### src/hw/rtl/bmgs_pkg.sv
// Box-Muller sampler shared constants and helpers.
// No dependencies.
package bmgs_pkg;

    localparam int UNIFORM_BITS_DEF = 32;
    localparam int FRAC_BITS_DEF    = 16;
    localparam int LOG_FRAC         = 28;

    localparam logic [31:0] TWO_LN2_Q28 = 32'd372130559;
    localparam logic [31:0] HALF_PI_Q30 = 32'd1686629713;
    localparam logic [30:0] ONE_Q30     = 31'h4000_0000;

    localparam logic [0:0] REG_MEAN     = 1'd0;
    localparam logic [0:0] REG_VARIANCE = 1'd1;

    // Horner divisors: sine uses four steps, cosine five
    function automatic logic [6:0] horner_div(input logic is_cos, input logic [2:0] idx);
        logic [6:0] d;
        d = 7'd1;
        if (is_cos) begin
            case (idx)
                3'd0: d = 7'd90;
                3'd1: d = 7'd56;
                3'd2: d = 7'd30;
                3'd3: d = 7'd12;
                3'd4: d = 7'd2;
                default: d = 7'd1;
            endcase
        end else begin
            case (idx)
                3'd0: d = 7'd72;
                3'd1: d = 7'd42;
                3'd2: d = 7'd20;
                3'd3: d = 7'd6;
                default: d = 7'd1;
            endcase
        end
        return d;
    endfunction

    typedef struct packed {
        logic start;
        logic busy;
        logic done;
    } unit_ctl_t;

endpackage

### src/hw/rtl/box_muller_gaussian_sampler_unit.sv
// Box-Muller Gaussian sampler top level; depends on bmgs_pkg and bmgs_core.
// A cosine half runs 28 log squarings, the bit-serial root steps and nine
// two-multiply Horner steps; a sine half uses the stored spare and skips the log.
// One item at a time, on the shared multiplier and the bit-serial root: no new
// transaction is taken until the result moves into the output register.
// Reset (aresetn, synchronous): spare cleared, mean 0, variance 1.0, no result.
module box_muller_gaussian_sampler_unit #(
    parameter int UNIFORM_BITS = bmgs_pkg::UNIFORM_BITS_DEF,
    parameter int FRAC_BITS    = bmgs_pkg::FRAC_BITS_DEF
) (
    input  logic        aclk,
    input  logic        aresetn,
    input  logic        cfg_valid,
    output logic        cfg_ready,
    input  logic [0:0]  cfg_index,
    input  logic [31:0] cfg_data,
    input  logic        s_valid,
    output logic        s_ready,
    input  logic [31:0] s_uniform_radius,
    input  logic [31:0] s_uniform_phase,
    output logic        m_valid,
    input  logic        m_ready,
    output logic [31:0] m_gauss_sample,
    output logic        m_used_spare
);
    logic [31:0] mean_reg;
    logic [31:0] var_reg;
    logic        busy_reg;
    logic        mvalid_reg;
    logic        pend_reg;
    logic [31:0] samp_reg;
    logic        spare_reg;
    logic        core_done;
    logic [31:0] core_sample;
    logic        core_spare;
    logic        start;
    logic        res_avail;
    logic        out_free;

    assign cfg_ready = 1'b1;
    assign s_ready   = !busy_reg;
    assign start     = s_valid && s_ready;

    // config writes
    always_ff @(posedge aclk) begin
        if (!aresetn) begin
            mean_reg <= '0;
            var_reg  <= 32'd65536;
        end else if (cfg_valid) begin
            case (cfg_index)
                bmgs_pkg::REG_MEAN:     mean_reg <= cfg_data;
                bmgs_pkg::REG_VARIANCE: var_reg  <= cfg_data;
                default: ;
            endcase
        end
    end

    bmgs_core #(.UNIFORM_BITS(UNIFORM_BITS), .FRAC_BITS(FRAC_BITS)) u_core (
        .aclk(aclk), .aresetn(aresetn), .start(start),
        .u_radius(s_uniform_radius), .u_phase(s_uniform_phase),
        .mean_level(mean_reg), .variance_level(var_reg),
        .done(core_done), .sample(core_sample), .spare_flag(core_spare)
    );

    // core result waits in the core until the output register frees up
    assign res_avail = core_done || pend_reg;
    assign out_free  = !mvalid_reg || m_ready;

    // result register
    always_ff @(posedge aclk) begin
        if (!aresetn) begin
            busy_reg   <= 1'b0;
            mvalid_reg <= 1'b0;
            pend_reg   <= 1'b0;
        end else begin
            if (res_avail && out_free) begin
                busy_reg   <= 1'b0;
                pend_reg   <= 1'b0;
                mvalid_reg <= 1'b1;
                samp_reg   <= core_sample;
                spare_reg  <= core_spare;
            end else begin
                if (start) busy_reg <= 1'b1;
                if (core_done) pend_reg <= 1'b1;
                if (m_ready) mvalid_reg <= 1'b0;
            end
        end
    end

    assign m_valid        = mvalid_reg;
    assign m_gauss_sample = samp_reg;
    assign m_used_spare   = spare_reg;
endmodule

### src/hw/rtl/bmgs_divider.sv
// Division by a Horner constant through reciprocal multiplication.
// Depends on nothing but its ports; the product comes from the shared multiplier.
module bmgs_divider (
    input  logic [6:0]  denom,
    input  logic [63:0] prod,
    output logic [31:0] recip,
    output logic [30:0] quot
);
    // recip = ceil(2^s / d) with s = 30 + ceil(log2 d); exact for dividends below 2^30
    always_comb begin
        case (denom)
            7'd72: begin recip = 32'd1908874354; quot = 31'(prod >> 37); end
            7'd42: begin recip = 32'd1636178018; quot = 31'(prod >> 36); end
            7'd20: begin recip = 32'd1717986919; quot = 31'(prod >> 35); end
            7'd6:  begin recip = 32'd1431655766; quot = 31'(prod >> 33); end
            7'd90: begin recip = 32'd1527099484; quot = 31'(prod >> 37); end
            7'd56: begin recip = 32'd1227133514; quot = 31'(prod >> 36); end
            7'd30: begin recip = 32'd1145324613; quot = 31'(prod >> 35); end
            7'd12: begin recip = 32'd1431655766; quot = 31'(prod >> 34); end
            7'd2:  begin recip = 32'd1073741824; quot = 31'(prod >> 31); end
            default: begin recip = 32'h8000_0000; quot = 31'(prod >> 31); end
        endcase
    end
endmodule

### src/hw/rtl/bmgs_core.sv
// Sequencer over a shared 32x32 multiplier and a bit-serial square root.
// Depends on bmgs_pkg and bmgs_divider.
module bmgs_core #(
    parameter int UNIFORM_BITS = bmgs_pkg::UNIFORM_BITS_DEF,
    parameter int FRAC_BITS    = bmgs_pkg::FRAC_BITS_DEF
) (
    input  logic        aclk,
    input  logic        aresetn,
    input  logic        start,
    input  logic [31:0] u_radius,
    input  logic [31:0] u_phase,
    input  logic [31:0] mean_level,
    input  logic [31:0] variance_level,
    output logic        done,
    output logic [31:0] sample,
    output logic        spare_flag
);
    localparam int SH = 56 - FRAC_BITS;

    localparam logic [4:0] S_IDLE  = 5'd0;
    localparam logic [4:0] S_LNORM = 5'd1;
    localparam logic [4:0] S_LSQ   = 5'd2;
    localparam logic [4:0] S_LMUL  = 5'd3;
    localparam logic [4:0] S_VMUL  = 5'd4;
    localparam logic [4:0] S_SQRT  = 5'd5;
    localparam logic [4:0] S_XMUL  = 5'd6;
    localparam logic [4:0] S_X2    = 5'd7;
    localparam logic [4:0] S_HMUL  = 5'd8;
    localparam logic [4:0] S_HDIV  = 5'd9;
    localparam logic [4:0] S_SMUL  = 5'd11;
    localparam logic [4:0] S_AMUL  = 5'd12;
    localparam logic [4:0] S_FIN   = 5'd13;
    localparam logic [4:0] S_LMUL2 = 5'd14;

    logic [4:0]  state_reg;
    logic        spare_valid_reg;
    logic [31:0] spare_r_reg;
    logic [31:0] spare_ph_reg;
    logic        want_sin_reg;
    logic [5:0]  e_reg;
    logic [31:0] m_reg;
    logic [27:0] frac_reg;
    logic [4:0]  it_reg;
    logic [63:0] acc_reg;
    logic [63:0] sq_v_reg;
    logic [63:0] sq_res_reg;
    logic [63:0] sq_bit_reg;
    logic [31:0] amp_reg;
    logic [29:0] f_reg;
    logic        swap_reg;
    logic [30:0] x_reg;
    logic [30:0] x2_reg;
    logic [30:0] t_reg;
    logic [30:0] sin_reg;
    logic        cos_pass_reg;
    logic [2:0]  hidx_reg;
    logic [31:0] out_reg;
    logic        done_reg;
    logic        spare_out_reg;

    // shared multiplier: 32x32 unsigned
    logic [31:0] mul_a;
    logic [31:0] mul_b;
    logic [63:0] mul_p;
    assign mul_p = mul_a * mul_b;

    logic [31:0] div_recip;
    logic [30:0] div_q;

    // Horner division by a constant, done on the shared multiplier
    bmgs_divider u_div (
        .denom(bmgs_pkg::horner_div(cos_pass_reg, hidx_reg)),
        .prod(mul_p), .recip(div_recip), .quot(div_q)
    );

    logic [63:0] ux;
    logic [5:0]  e_find;
    logic [63:0] lval;
    logic [63:0] r_round;
    logic [29:0] fraw;
    logic [1:0]  quad;
    logic [30:0] sp;
    logic [30:0] cp;
    logic [30:0] tsel;
    logic        negv;
    logic [32:0] mag;
    logic signed [34:0] vsum;
    logic [63:0] sq_sum;

    always_comb begin
        ux = {32'd0, u_radius} & ((64'd1 << UNIFORM_BITS) - 64'd1);
        if (ux == 64'd0) ux = 64'd1;
        e_find = '0;
        for (int i = 0; i < 32; i++) begin
            if (ux[i]) e_find = 6'(i);
        end
        lval    = (64'(UNIFORM_BITS) << bmgs_pkg::LOG_FRAC)
                  - (64'(e_reg) << bmgs_pkg::LOG_FRAC) - 64'(frac_reg);
        r_round = acc_reg + (64'd1 << (SH - 1));
        fraw    = spare_ph_reg[29:0];
        quad    = spare_ph_reg[31:30];
        sp = swap_reg ? t_reg : sin_reg;
        cp = swap_reg ? sin_reg : t_reg;
        case (quad)
            2'd0: begin negv = 1'b0;          tsel = want_sin_reg ? sp : cp; end
            2'd1: begin negv = !want_sin_reg; tsel = want_sin_reg ? cp : sp; end
            2'd2: begin negv = 1'b1;          tsel = want_sin_reg ? sp : cp; end
            default: begin negv = want_sin_reg; tsel = want_sin_reg ? cp : sp; end
        endcase
        mag  = 33'((acc_reg + (64'd1 << 29)) >> 30);
        vsum = negv ? (35'sd0 - $signed({2'b0, mag})) : $signed({2'b0, mag});
        vsum = vsum + 35'($signed(mean_level));
        sq_sum = sq_res_reg + sq_bit_reg;
        mul_a = '0;
        mul_b = '0;
        case (state_reg)
            S_LSQ:   begin mul_a = m_reg;           mul_b = m_reg; end
            S_LMUL:  begin mul_a = lval[31:0];      mul_b = bmgs_pkg::TWO_LN2_Q28; end
            S_LMUL2: begin mul_a = 32'(lval[63:32]); mul_b = bmgs_pkg::TWO_LN2_Q28; end
            S_VMUL:  begin mul_a = variance_level;  mul_b = spare_r_reg; end
            S_XMUL:  begin mul_a = {2'b0, f_reg};   mul_b = bmgs_pkg::HALF_PI_Q30; end
            S_X2:    begin mul_a = {1'b0, x_reg};   mul_b = {1'b0, x_reg}; end
            S_HMUL:  begin mul_a = {1'b0, x2_reg};  mul_b = {1'b0, t_reg}; end
            S_HDIV:  begin mul_a = acc_reg[61:30];  mul_b = div_recip; end
            S_SMUL:  begin mul_a = {1'b0, x_reg};   mul_b = {1'b0, t_reg}; end
            S_AMUL:  begin mul_a = amp_reg;         mul_b = {1'b0, tsel}; end
            default: begin mul_a = '0; mul_b = '0; end
        endcase
    end

    // main sequencer
    always_ff @(posedge aclk) begin
        if (!aresetn) begin
            state_reg       <= S_IDLE;
            spare_valid_reg <= 1'b0;
            spare_r_reg     <= '0;
            spare_ph_reg    <= '0;
            done_reg        <= 1'b0;
        end else begin
            done_reg <= 1'b0;
            case (state_reg)
                S_IDLE: begin
                    if (start) begin
                        want_sin_reg <= spare_valid_reg;
                        if (spare_valid_reg) begin
                            spare_valid_reg <= 1'b0;
                            state_reg <= S_VMUL;
                        end else begin
                            spare_valid_reg <= 1'b1;
                            spare_ph_reg <= 32'(({32'd0, u_phase}
                                & ((64'd1 << UNIFORM_BITS) - 64'd1)) << (32 - UNIFORM_BITS));
                            e_reg    <= e_find;
                            m_reg    <= 32'(ux << (31 - e_find));
                            frac_reg <= '0;
                            it_reg   <= '0;
                            state_reg <= S_LSQ;
                        end
                    end
                end
                // one squaring of the mantissa per cycle
                S_LSQ: begin
                    if (mul_p[63]) begin
                        m_reg    <= mul_p[63:32];
                        frac_reg <= {frac_reg[26:0], 1'b1};
                    end else begin
                        m_reg    <= mul_p[62:31];
                        frac_reg <= {frac_reg[26:0], 1'b0};
                    end
                    it_reg <= it_reg + 5'd1;
                    if (it_reg == 5'(bmgs_pkg::LOG_FRAC - 1)) state_reg <= S_LMUL;
                end
                S_LMUL: begin
                    acc_reg   <= mul_p;
                    state_reg <= S_LMUL2;
                end
                S_LMUL2: begin
                    acc_reg   <= acc_reg + {mul_p[31:0], 32'd0};
                    state_reg <= S_LNORM;
                end
                S_LNORM: begin
                    spare_r_reg <= 32'(r_round >> SH);
                    state_reg   <= S_VMUL;
                end
                S_VMUL: begin
                    sq_v_reg   <= mul_p;
                    sq_res_reg <= '0;
                    sq_bit_reg <= 64'd1 << 62;
                    state_reg  <= S_SQRT;
                end
                // bit-serial square root
                S_SQRT: begin
                    if (sq_bit_reg == 64'd0) begin
                        amp_reg <= sq_res_reg[31:0];
                        if (fraw >= 30'h2000_0000) begin
                            f_reg <= 30'(31'h4000_0000 - {1'b0, fraw});
                            swap_reg <= 1'b1;
                        end else begin
                            f_reg <= fraw;
                            swap_reg <= 1'b0;
                        end
                        state_reg <= S_XMUL;
                    end else begin
                        if (sq_v_reg >= sq_sum) begin
                            sq_v_reg   <= sq_v_reg - sq_sum;
                            sq_res_reg <= (sq_res_reg >> 1) + sq_bit_reg;
                        end else begin
                            sq_res_reg <= sq_res_reg >> 1;
                        end
                        sq_bit_reg <= sq_bit_reg >> 2;
                    end
                end
                S_XMUL: begin
                    x_reg     <= 31'(mul_p >> 30);
                    state_reg <= S_X2;
                end
                S_X2: begin
                    x2_reg       <= 31'(mul_p >> 30);
                    t_reg        <= bmgs_pkg::ONE_Q30;
                    cos_pass_reg <= 1'b0;
                    hidx_reg     <= '0;
                    state_reg    <= S_HMUL;
                end
                S_HMUL: begin
                    acc_reg   <= mul_p;
                    state_reg <= S_HDIV;
                end
                // quotient by reciprocal, then next Horner step or exit after the last
                S_HDIV: begin
                    t_reg <= 31'(bmgs_pkg::ONE_Q30 - div_q);
                    if (hidx_reg == (cos_pass_reg ? 3'd4 : 3'd3)) begin
                        state_reg <= cos_pass_reg ? S_AMUL : S_SMUL;
                    end else begin
                        hidx_reg  <= hidx_reg + 3'd1;
                        state_reg <= S_HMUL;
                    end
                end
                S_SMUL: begin
                    sin_reg      <= 31'(mul_p >> 30);
                    t_reg        <= bmgs_pkg::ONE_Q30;
                    cos_pass_reg <= 1'b1;
                    hidx_reg     <= '0;
                    state_reg    <= S_HMUL;
                end
                S_AMUL: begin
                    acc_reg   <= mul_p;
                    state_reg <= S_FIN;
                end
                S_FIN: begin
                    if (vsum > 35'sh0_7FFF_FFFF) out_reg <= 32'h7FFF_FFFF;
                    else if (vsum < -35'sh0_8000_0000) out_reg <= 32'h8000_0000;
                    else out_reg <= vsum[31:0];
                    spare_out_reg <= want_sin_reg;
                    done_reg  <= 1'b1;
                    state_reg <= S_IDLE;
                end
                default: state_reg <= S_IDLE;
            endcase
        end
    end

    assign done       = done_reg;
    assign sample     = out_reg;
    assign spare_flag = spare_out_reg;
endmodule

### config.mk
export PLATFORM = sky130hd
export DESIGN_NAME = box_muller_gaussian_sampler_unit
export DESIGN_NICKNAME = d
export VERILOG_FILES = /design/src/hw/rtl/bmgs_pkg.sv /design/src/hw/rtl/box_muller_gaussian_sampler_unit.sv /design/src/hw/rtl/bmgs_divider.sv /design/src/hw/rtl/bmgs_core.sv
export SDC_FILE = /design/constraint.sdc
export NUM_CORES = 2
export LEC_CHECK = 0
export BUFFER_PORTS_ARGS = -buffer_cell sky130_fd_sc_hd__buf_2
export CAP_MARGIN = 10
export CORE_MARGIN = 2
export CORE_UTILIZATION = 40
export DETAILED_ROUTE_END_ITERATION = 8
export GPL_TIMING_DRIVEN = 0
export PLACE_DENSITY = 0.67
export SYNTH_ARGS = -nofsm -noshare
export SYNTH_HDL_FRONTEND = slang
export SYNTH_SLANG_ARGS = --single-unit
### constraint.sdc
create_clock -name aclk -period 16.2 [get_ports aclk]
set_clock_uncertainty 0.15 [all_clocks]
set_input_delay 0.81 -clock aclk [delete_from_list [all_inputs] [get_ports aclk]]
set_output_delay 0.81 -clock aclk [all_outputs]
set_load 0.05 [all_outputs]
==> run metrics <==
commonest cells in the synthesized netlist nand2_1 (1305), inv_1 (1110), fa_1 (899), nor2_1 (863), edfxtp_1 (523); share of cells above drive strength 1 0.0661; number of buffers added to fix hold violations after cts 0; sort of element at the start of the critical path flip-flop; global-route met2 utilization 0.519; core area 192000 sq um; number of standard cells after synthesis 8733; initial antenna violation count 19; combinational share of power 0.740; worst setup slack after placement -1810 ps; ratio of total power to cell area 201 nW/um^2; Syn Area/Cell 8.81 sq um; total number of placement rows 161; number of warnings issued by yosys 0; Port Buffer Count 135; Tightest Pin Transition 1520 ps; instance count after placement with tap cells included 11.5k; most frequent cell after synthesis nand2_1; Overflow after GRT 0; cell type of the slowest stage on the worst timing path clkdlybuf4s15_1; gpl congestion 1.06; outcome finished with violations; overall routed net length 347000 um; Synth Flop Type edfxtp_1; Post-DRT Antenna Nets 0; via count 69.4k; met3 Use GR 0.0805; WHS 199 ps; path type of the worst min-delay path input port to flip-flop; Lkg Pwr 36.3 nW; crit path capture type flip-flop; grt peak-use layer met2; clock tree from TritonCTS done; Crit Path Max Fanout 10; initial core utilization 0.401; count of pins over their slew limit 3; maximum ir drop on the vdd rail 0.000349 V; Chip Width 443 um; non-filler instance count after layout 11.6k; layout-stage area growth over the synthesis result 10.7%; vias per cell 5.97; required time of the worst setup path 16480 ps; post-detailed-route wirelength per cell 29.8 um; cell internal pwr 0.00727 W; failing checks capacitance limit, slew limit, setup timing; most area-hungry cell type in the Yosys netlist fa_1; fin crit share 1.00; GR Util met1 0.473; final core utilization 0.444; final critical delay including setup and external delays 16250 ps; relative slew slack -0.0230; Synth top area share 0.234; max frequency 61.5 MHz; number of nets in the synthesized netlist 10.2k; fraction of the yosys area taken by sequential cells 0.238; Die Span Y 443 um; vias in the first global route 68.1k; maximum capacitance violations 1; final sum of negative setup slack -47.9 ps; flops & latches, synth 652; Switch Pwr 0.00984 W; min setup slack post-route -47.9 ps; Flop pwr share 0.149; critical path type flip-flop to flip-flop; wire length of the first global-routing pass 492000 um; maximum level of the CTS H-tree 3; cell area after synthesis 77000 sq um; buffer cell driving the clock tree root clkbuf_16; number of design-rule violations left by the first detailed-router iteration 8754; slowest stage delay, CP 800 ps; RSZ-0062 raised after global routing false; Die Footprint 196000 sq um; clk_lat worst skew 710 ps; half-perimeter wire length of the detailed placement result 292000 um; number of different library cells in the post-synthesis netlist 107; Final setup violation count 1; total DRC errors in the routed layout 0; number of optimization iterations in the first detailed-route pass 9; total number of nets in the final design 10.5k; number of buffers on the longest clock path 3; I/O pin count 138; All-Layer GR Usage 0.349; CP dominant cell by count fa_1; Clock power frac 0.111; endpoints failing hold 0; Sw Ratio 0.575; number of CTS-inserted buffers 78; WP data arrival 16520 ps; maximum number of pins on one net before global-route repair 64; clock-pin slew of the registers on the worst-case setup and hold paths 70 ps; largest cells by area after synthesis fa_1 (23%), edfxtp_1 (20%), ha_1 (7.7%); fraction of synthesis flops using an asynchronous set or reset pin 0; count of flip-flops with a built-in enable after synthesis 523; Sinks on Clock Net 652
[per-layer routing]
metal,vias up,routed length (um)
met3,777,36800
met1,34800,141000
li1,30000,-
met5,-,95
met2,3870,147000
met4,10,21500
[power groups by stage]
stage	registers [W]	clock network (W)	logic, W
floorplan	0.00247	0	0.00654
global placement	0.00258	0	0.0114
detailed placement	0.00256	0	0.0120
CTS	0.00253	0.00191	0.0121
global route	0.00254	0.00196	0.0132
finish	0.00254	0.00190	0.0127
[cell usage in the layout (no fill, tap or decap), types with 40 or more instances in the layout]
cell and count:
nand2_1 1303, inv_1 1107, fa_1 898, nor2_1 847
edfxtp_1 523, ha_1 472, a21oi_1 440, clkbuf_1 370
o21ai_0 303, xor2_1 217, xnor2_1 211, buf_2 153
dfxtp_1 129, nand3_1 126, a21o_1 113, mux2i_1 112
and3_1 100, a211oi_1 97, nor3_1 86, a22oi_1 86
clkbuf_16 82, nand4_1 77, a31oi_1 75, and2_1 64
nor2b_1 57, nand2b_1 52, or3_1 52, nor4_1 47
o21bai_1 43, o31ai_1 40
[cell families (layout without fill, tap and decap cells)]
logic type | Yosys count | count (layout) | synth area share
and+or+nand+nor | 2963 | 2963 | 0.169
buffers and inverters | 1558 | 1914 | 0.0763
xor gates and xnor gates | 438 | 438 | 0.0499
DFF | 652 | 652 | 0.238
muxes | 122 | 122 | 0.0160
other | 1 | 15 | 0.0000487
adders and majority gates | 1371 | 1371 | 0.311
AOI/OAI and AO/OA | 1628 | 1628 | 0.140
[worst max-delay path, delay by kind of cell, from the launching register on]
kind / cells / cell delay, ps
simple gates: 11 / 4410
flops: 1 / 310
mux: 1 / 430
compound gates: 8 / 2830
buf+inv: 10 / 3400
fa+ha+maj: 9 / 4390
[stage by stage]
stage | power, W | cell area [sq um]
final | 0.0171 | 85200
after floorplan | 0.00901 | 77000
after detailed placement | 0.0146 | 82100
after global placement | 0.0140 | 80800
after global routing | 0.0177 | 85200
after CTS | 0.0166 | 84900
[cell type report]
type	instances	area, sq um
clock buffers	96	2130
clock inverters	48	554
diodes	14	35.0
inverters	1113	4190
plain buffers	434	1730
repair buffers	223	1690
flip-flops and latches	652	18300
well taps	2526	3160
fillers	18900	107000
multi-input cells	6523	53400
[repair_timing]
| action | CTS | global route |
|---|---|---|
| resized for setup | 45 | 96 |
| pin swaps | 3 | 0 |
| cloned | 0 | 0 |
| setup buffers | 3 | 2 |
| endpoints found under the setup margin | 27 | 21 |
[worst paths after layout]
check	from	end	slack, ps	cells after the start
min reg2reg	u_core.sample[10]	m_gauss_sample[10]	270	0
max reg2reg	u_core.state_reg[3]	u_core.t_reg[29]	-50	39
max	u_core.state_reg[3]	u_core.t_reg[29]	-50	39
min	s_uniform_phase[10]	u_core.spare_ph_reg[10]	200	3
No activity file was read; power rests on OpenSTA's default activity.
